$ cat src/gfgc_mem.sv
// gfgc_mem: single-port-write, registered-read memory
// no dependencies
module gfgc_mem #(
    parameter int WIDTH = 8,
    parameter int DEPTH = 16
) (
    input  logic                     i_clk,
    input  logic                     i_we,
    input  logic [$clog2(DEPTH)-1:0] i_waddr,
    input  logic [WIDTH-1:0]         i_wdata,
    input  logic [$clog2(DEPTH)-1:0] i_raddr,
    output logic [WIDTH-1:0]         o_rdata
);
    logic [WIDTH-1:0] r_mem [DEPTH];
    logic [WIDTH-1:0] r_rdata;

    always_ff @(posedge i_clk) begin
        if (i_we) begin
            r_mem[i_waddr] <= i_wdata;
        end
        r_rdata <= r_mem[i_raddr];
    end

    assign o_rdata = r_rdata;
endmodule

$ cat config.mk
export PLATFORM = sky130hd
export DESIGN_NAME = gfgc_mem
export DESIGN_NICKNAME = d
export VERILOG_FILES = /design/src/gfgc_mem.sv
export SDC_FILE = /design/constraint.sdc
export NUM_CORES = 1
export LEC_CHECK = 0
export ABC_AREA = 0
export BUFFER_PORTS_ARGS = -buffer_cell sky130_fd_sc_hd__buf_4
export CAP_MARGIN = 0
export CORE_MARGIN = 3
export CORE_UTILIZATION = 25
export DETAILED_ROUTE_END_ITERATION = 8
export GPL_TIMING_DRIVEN = 0
export PLACE_DENSITY = 0.39
export SETUP_SLACK_MARGIN = 0.02
export SLEW_MARGIN = 10
export SYNTH_ARGS = -nofsm -noshare
export SYNTH_HDL_FRONTEND = slang
export SYNTH_SLANG_ARGS = --single-unit
$ cat constraint.sdc
create_clock -name i_clk -period 4.6 [get_ports i_clk]
set_input_delay 0.46 -clock i_clk [delete_from_list [all_inputs] [get_ports i_clk]]
set_output_delay 0.46 -clock i_clk [all_outputs]
set_load 0.01 [all_outputs]
==> results.txt <==
----------------------------------------------------
[Route]
  Number of vias after detailed routing ... 2375
  Via density per instance ... 4.31
  Average wire per standard cell ... 21.3 µm
  Final ANT Viol Nets ... 0
  Drt initial violations ... 148
  DRC violations left ... 0
  Detailed Route WL ... 11700 µm
  TritonRoute pass-1 iters ... 4

[Synth]
  Combinational family with the most area after synthesis ... multiplexers
  Post-Syn Area ... 0.00515 mm²
  Adder-cell share of the synthesized area ... 0%
  Post-synth net total ... 247
  Synthesized-area fraction occupied by ao, oa, aoi and oai cells ... 2.33%
  #FFs+latches synth ... 136
  Top cells by area, synth ... sky130_fd_sc_hd__edfxtp_1, sky130_fd_sc_hd__mux4_2, sky130_fd_sc_hd__mux4_1
  Library cells used by synthesis ... 19
  XOR/XNOR share of the synthesized area ... 0%
  Post-Synthesis Cells ... 229
  Simple-gate share of the synthesized area ... 3.18%
  Share of cell area taken by muxes after synthesis ... 15.0%
  Share of the synthesized area in the top cell type ... 74.7%
  YS warnings ... 0
  Area leader, netlist ... sky130_fd_sc_hd__edfxtp_1
  Sequential area share after synthesis ... 77.8%
  Average cell area after synthesis ... 22.5 µm²

[STA]
  Worst slew margin relative to its limit ... 38.4%
  Unrepaired setup endpoints after global routing ... no
  Share of the clock period used by the worst path ... 38.6%
  Setup total negative slack ... 0 ps
  Fmax ... 0.563 GHz
  Final critical-path required period ... 1780 ps
  Final WS setup ... 2820 ps
  Worst-case clock skew ... 5.72 ps
  Count of final max-slew check failures ... 0
  Setup-failing EPs final ... 0
  Hold Violations, Final ... 0
  Tightest Pin Transition ... 921 ps

[Die]
  Effective utilization at floorplan ... 25.9%
  Number of ports placed on the die boundary ... 26
  Vert. Die Dim ... 149 µm
  Die width ... 149 µm
  Std-Cell Core Area ... 0.0198 mm²
  Die area ... 0.0223 mm²
  Row count ... 51

[Clock network]
  H-Tree Depth ... 4
  Clock edge transition at the registers on the reported setup and hold paths ... 60 ps
  Total setup buffers inserted after CTS ... 0
  Clock tree from TritonCTS ... built
  Number of buffers inserted for hold repair after clock tree synthesis ... 0
  Sinks on the clock net ... 136
  # resized after CTS ... 0
  Clk_lat worst skew ... 410 ps
  Maximum root-to-sink buffer count ... 2
  CTS Root Buffer Type ... sky130_fd_sc_hd__clkbuf_16
  Cts bufs inserted ... 17

[Setup path]
  CP endpoint kind ... flip-flop
  Startpoint Class ... input pin
  Arrival time at the worst endpoint ... 1810 ps
  Maximum fanout encountered on the critical timing path ... 8
  Slowest library cell on the worst path ... sky130_fd_sc_hd__nor2_1
  Required arrival time at the worst endpoint ... 4630 ps
  Crit Path Class ... input pin to flip-flop
  Cell-by-cell trace of the critical path ... buf_4 > or3b_2 > nor2_1
  Slowest cell delay on critical path ... 690 ps

[Layout]
  Finished Core Util ... 31.5%
  Area delta synth->final ... 21.5%
  Share of layout cells above drive strength 1 ... 31.5%
  Most common cell after layout, fill and taps aside ... sky130_fd_sc_hd__edfxtp_1
  Total inserted antenna cells ... 0
  Commonest cells after routing, fill and taps aside ... sky130_fd_sc_hd__edfxtp_1, sky130_fd_sc_hd__buf_4, sky130_fd_sc_hd__mux4_2, sky130_fd_sc_hd__clkbuf_16, sky130_fd_sc_hd__a22oi_1
  Final std cell area, no fill ... 0.00625 mm²
  Post-layout net count ... 291

[Outcome]
  Run status ... complete, no violations

[Pwr]
  Power per unit of standard cell area ... 453 mW/mm²
  Leak ... 0.00204 µW
  Worst-case vdd ir drop ... 0.238 mV

[Placed design]
  Detailed Place HPWL ... 7550 µm
  Routability congestion estimate from global placement ... 0.687
  Count of buffers inserted at the top-level ports ... 24
  Post-detailed-placement cell area ... 0.00569 mm²
  Placement-stage worst setup slack ... 2350 ps

[Global routing]
  Total congestion overflow after global routing ... 0
  Global-route wire length before repair ... 17300 µm
  Antenna violations before repair ... 0
  GR Util All Layers ... 11.3%
  Number of global-route vias before repair ... 2497
  Pin count of the biggest net entering global routing ... 17

[Hold path]
  Path category of the worst min-delay check ... input pin to flip-flop

[Flow run]
  Maxcap violations ... 0

----------------------------------------------------
-- where the power goes --
| part | total [µW] | internal, µW | switching (µW) |
|---|---|---|---|
| clock network | 1290 | 753 | 536 |
| logic | 153 | 63.8 | 89.3 |
| registers | 1390 | 1390 | 6.41 |
| total | 2830 | 2200 | 631 |
-- final cells by class --
class,count,area (µm²)
Fill cell,1893,13600
Sequential cell,136,4000
Multi-Input combinational cell,83,1080
Clock buffer,17,425
Tap cell,265,332
Timing Repair Buffer,25,188
Clock inverter,15,140
Buffer,10,86.3
-- critical path: cells and delay by family --
kind | cells | cell delay (ps)
and+or+nand+nor | 2 | 1220
buffers and inverters | 1 | 120
-- worst paths after layout --
kind,startpoint,endpoint,slack [ps],cells after the start
max,i_waddr[2],r_mem[2][2],2820,3
min,i_wdata[5],r_mem[15][5],390,1
min reg2reg,r_mem[8][1],o_rdata[1],700,3
max reg2reg,r_mem[15][6],o_rdata[6],3150,3
-- per-layer routing --
layer  share of wire (%)  global-route usage (%)  up-vias
met1                  50                    16.0     1250
met5                   0                       0        -
met4                0.95                    3.07        0
li1                    -                       -     1067
met3                 4.6                    3.76        9
met2                  45                    16.8       49
-- logic make-up after synthesis --
| logic type | after synthesis |
|---|---|
| compound gates | 16 |
| simple gates | 35 |
| mux | 32 |
| buf+inv | 10 |
| flops | 136 |
-- per-stage QoR --
stage,std cells,hold slack [ps],power [µW]
after floorplan,229,559,1490
after global placement,518,668,1570
after detailed placement,519,694,1580
after CTS,551,379,2880
after global routing,551,382,2950
final,551,386,2830
-- cell usage after synthesis, drive strengths merged --
cell type	n
mux4	32
dfxtp	8
and2b	1
buf	7
edfxtp	128
nor3	4
nand3	1
nand3b	2
a22oi	16
nand2b	2
nand2	9
clkdlybuf4s25	3
nor2	13
or3b	1
and2	1
nor2b	1
-- sequential cells by signal (all words and copies together), names as in the netlist --
register,flops
o_rdata,8
r_mem,128
Note: power is estimated with default switching activity, not from simulation.
